**config.mk**
```make
export PLATFORM = sky130hd
export DESIGN_NAME = rgbsh_kernel
export DESIGN_NICKNAME = d
export VERILOG_FILES = /design/src/hdl/rgbsh_pkg.sv /design/src/hdl/rgbsh_kernel.sv
export SDC_FILE = /design/constraint.sdc
export NUM_CORES = 1
export LEC_CHECK = 0
export CORE_ASPECT_RATIO = 1.25
export CORE_MARGIN = 5
export CORE_UTILIZATION = 50
export DETAILED_ROUTE_END_ITERATION = 12
export DONT_BUFFER_PORTS = 1
export PLACE_DENSITY = 0.67
export SLEW_MARGIN = 20
export SYNTH_ARGS = -nofsm -noshare
export SYNTH_HDL_FRONTEND = slang
export SYNTH_SLANG_ARGS = --single-unit
```
**constraint.sdc**
```tcl
create_clock -name vclk -period 11.53
set_clock_uncertainty 0.15 [all_clocks]
set_input_delay 2.306 -clock vclk [all_inputs]
set_output_delay 2.306 -clock vclk [all_outputs]
set_load 0.05 [all_outputs]
```
**src/hdl/rgbsh_pkg.sv**
```systemverilog
// Shared types and constants for the RGB 3x3 sharpen stream unit.
// No dependencies; imported by every module of the block except the checker.
package rgbsh_pkg;

  localparam int CHAN_W        = 8;
  localparam int PIX_W         = 3 * CHAN_W;
  localparam int WIDTH_W       = 11;
  localparam int HEIGHT_W      = 16;
  localparam int CFG_DATA_W    = 16;
  localparam int CFG_IDX_W     = 2;
  localparam int MAX_WIDTH_DEF = 1024;

  localparam logic [WIDTH_W-1:0]  WIDTH_RESET  = 11'd640;
  localparam logic [HEIGHT_W-1:0] HEIGHT_RESET = 16'd480;

  localparam logic [CFG_IDX_W-1:0] REG_IMAGE_WIDTH  = 2'd0;
  localparam logic [CFG_IDX_W-1:0] REG_IMAGE_HEIGHT = 2'd1;

  localparam logic [CHAN_W-1:0] CHAN_MAX = 8'd255;

  typedef logic [CHAN_W-1:0] chan_t;

  typedef struct packed {
    chan_t red;
    chan_t green;
    chan_t blue;
  } pix_t;

  // Cross neighborhood of one pixel, edges already replicated.
  typedef struct packed {
    pix_t up;
    pix_t left;
    pix_t centre;
    pix_t right;
    pix_t down;
  } window_t;

endpackage

```
**src/hdl/rgbsh_kernel.sv**
```systemverilog
// Cross sharpen arithmetic: 5*centre - up - down - left - right, clamped.
// Purely combinational; depends on rgbsh_pkg for the window and pixel types.
module rgbsh_kernel (
  input  rgbsh_pkg::window_t win_i,
  output rgbsh_pkg::pix_t    pix_o
);
  import rgbsh_pkg::*;

  // 12-bit two's complement covers -1020..1275
  function automatic chan_t sharpen_chan(chan_t u, chan_t l, chan_t c, chan_t r, chan_t d);
    logic [11:0] sum;
    chan_t       res;
    sum = ({4'b0, c} << 2) + {4'b0, c} - {4'b0, u} - {4'b0, l} - {4'b0, r} - {4'b0, d};
    if (sum[11]) begin
      res = '0;
    end else if (sum[10:8] != 3'b000) begin
      res = CHAN_MAX;
    end else begin
      res = sum[7:0];
    end
    return res;
  endfunction

  always_comb begin
    pix_o.red   = sharpen_chan(win_i.up.red, win_i.left.red, win_i.centre.red,
                               win_i.right.red, win_i.down.red);
    pix_o.green = sharpen_chan(win_i.up.green, win_i.left.green, win_i.centre.green,
                               win_i.right.green, win_i.down.green);
    pix_o.blue  = sharpen_chan(win_i.up.blue, win_i.left.blue, win_i.centre.blue,
                               win_i.right.blue, win_i.down.blue);
  end

endmodule

```
==> flow_summary_export.csv <==
group,metric,value,unit
sta,report.final.slew_viol_count,0,
sta,hold_violations,0,
sta,rsz0062_at_grt,"no",
route,ant_nets,0,
sta,period_needed,8.75,ns
pwr,power_density,248,nW/µm²
global_routing,grt_first_pass_wirelength,14100,µm
global_routing,grt_pass1_vias,3330,
finish,clockBufferCount,0,
finish,finalInstanceArea,4250,µm²
cts,ctsHoldBuffers,0,
route,viasPerCell,5.09,
floorplan,die_h,112,µm
synth,ys_types,21,
worst_setup_path,cp_slowest_cell,"a21oi_1",
synth,avgSynthCellArea,8.53,µm²
worst_setup_path,crit_path_frequent_cell,"inv_1",
floorplan,die_area,10200,µm²
pwr,irDropWorstVdd,0.000135,V
sta,setup-tns-final,0,ns
global_routing,grtUsageTotal,15.8,%
finish,n_antenna_cell,0,
sta,setup_viol,0,
cts,ctsResizeCount,0,
synth,synth_largest_area_cell,"fa_1",
global_routing,grt.overflow.total,0,
worst_setup_path,path_cells,"inv_1 -> fa_1 -> inv_1 -> fa_1 -> inv_1 -> fa_1 -> inv_1 -> ha_1 -> nand3_1 -> o211ai_1 -> a31oi_1 -> o21ai_0 -> a21oi_1 -> a21oi_1",
route,drt-pass1-iter-count,4,
synth,synth.area.top_cells,"fa_1 44%, inv_1 17%, ha_1 14%",
worst_setup_path,worstSetupPathType,"in -> out",
place,pre_cts_slack,2.82,ns
finish,utilization,52.1,%
route,drt_iter0_markers,59,
sta,fin_crit_sh,75.9,%
global_routing,antenna_found_initial,0,
synth,syn_inst,483,
synth,ys.warnings.count,0,
sta,finalWorstSetupSlack,2.78,ns
route,via_count,2951,
synth,synth_top_family_by_area,"adder cells",
sta,tightest_slew,1.16,ns
global_routing,grt_max_degree,9,
floorplan,core,8150,µm²
finish,area_growth,3.04,%
synth,synthMuxAreaShare,0,%
synth,synth_compound_area_share,14.2,%
worst_setup_path,cp_data_required_time,9.07,ns
route,wirelength,7680,µm
hold_path,hp-class,"in -> out",
synth,yosys.area_share.simple,4.19,%
sta,relSlewSlack,22.6,%
worst_setup_path,cp.arrival,6.29,ns
sta,hold_slack,5.02,ns
route,drcViolationCount,0,
synth,syn-num-nets,738,
worst_setup_path,crit_fanout,8,
place,dp_hpwl,7630,µm
cts,cts_setup_buffers,0,
finish,seq_cells,0,
pwr,leakagePower,2.36,nW
floorplan,row_count,37,
synth,ys_seq_area_share,0,%
finish,drive_gt1_share,2.48,%
floorplan,start_util,50.6,%
status,status,"complete, no violations",
finish,nets,740,
worst_setup_path,end_kind,"output pin",
synth,synthAdderAreaFrac,57.4,%
synth,synth.top_cell.area_share,43.7,%
floorplan,die_w,91.2,µm
worst_setup_path,critPathMaxStageDelay,0.96,ns
worst_setup_path,start_kind,"primary input",
route,routed_wire_length_per_instance,13.2,µm
synth,synthXorXnorAreaFrac,7.01,%
finish,seqCellArea,0,µm²
run,maxCapViolCount,0,
sta,fmax,114,MHz
floorplan,top_level_ports,144,
synth,netlist_area,4120,µm²
place,post_dp_cell_area,4240,µm²
place,gp_congestion,0.797,
place,io_buffers,0,
cell usage in the layout, fill, tap and decap left out:
| cell | netlist | routed |
|---|---|---|
| ha_1 | 45 | 45 |
| o21ai_1 | 1 | 1 |
| nor3_4 | 3 | 3 |
| o211ai_1 | 6 | 6 |
| xor2_1 | 9 | 9 |
| o21ai_2 | 2 | 2 |
| nor2_1 | 7 | 7 |
| fa_1 | 90 | 90 |
| o22ai_1 | 3 | 3 |
| a21oi_2 | 0 | 1 |
| a221oi_2 | 3 | 3 |
| a211oi_2 | 3 | 3 |
| nand2_1 | 14 | 14 |
| a31oi_1 | 3 | 3 |
| nand3_1 | 9 | 9 |
| a21oi_1 | 49 | 48 |
| o21ai_0 | 8 | 8 |
| a21o_1 | 9 | 9 |
| xnor2_1 | 24 | 24 |
| o21a_1 | 3 | 3 |
| inv_1 | 189 | 189 |
| o21bai_1 | 3 | 3 |
per-stage QoR:
step	instances	power, mW
2_1_floorplan	483	0.903
6_report	580	1.05
5_1_grt	580	1.18
3_3_place_gp	580	1.04
4_1_cts	580	1.06
3_5_place_dp	580	1.06
kinds of logic (layout without fill, tap and decap cells):
family | Yosys count | count (layout)
buffers and inverters | 189 | 189
XOR/XNOR | 33 | 33
AO/OA/AOI/OAI | 93 | 93
adder cells (fa/ha/maj) | 135 | 135
AND/OR/NAND/NOR | 33 | 33
metal layers:
metal  track usage (%)  vias up  part of all wire (%)
met5                 0        -                     0
met4             0.783        0                  0.63
met3              3.65        4                   7.5
met2              30.0      101                    54
met1              18.7     1408                    38
li1                  -     1438                     -
worst max-delay path: cells and delay by family:
family                   cells  cell delay, ns
AND/OR/NAND/NOR              1            0.10
AO/OA/AOI/OAI                5            1.87
adder cells (fa/ha/maj)      4            1.83
buffers and inverters        4            0.20
worst paths after layout:
| check | from | endpoint | slack (ns) | cells after the start |
|---|---|---|---|---|
| setup / recovery | win_i[68] | pix_o[23] | 2.78 | 14 |
| hold / removal | win_i[56] | pix_o[8] | 5.02 | 3 |
cell usage after synthesis:
library cell	instances
ha_1	45
o211ai_1	6
fa_1	90
nand2_1	14
a221oi_2	3
xor2_1	9
nand3_1	9
a21o_1	9
a21oi_1	49
o22ai_1	3
nor3_4	3
o21a_1	3
xnor2_1	24
o21ai_0	8
o21ai_2	2
inv_1	189
a211oi_2	3
a31oi_1	3
nor2_1	7
o21bai_1	3
o21ai_1	1
where the power goes:
group          internal (mW)  switching (mW)  leakage, nW
combinational          0.365           0.687         2.36
sequential                 0               0            0
clock                      0               0            0
total                  0.365           0.687         2.36
cell type report:
class                      instances  area (µm²)
fill                             787        3900
tap                               97         121
multi-input combinational        294        3420
inverter                         189         709
(Power assumes the default switching activity.)
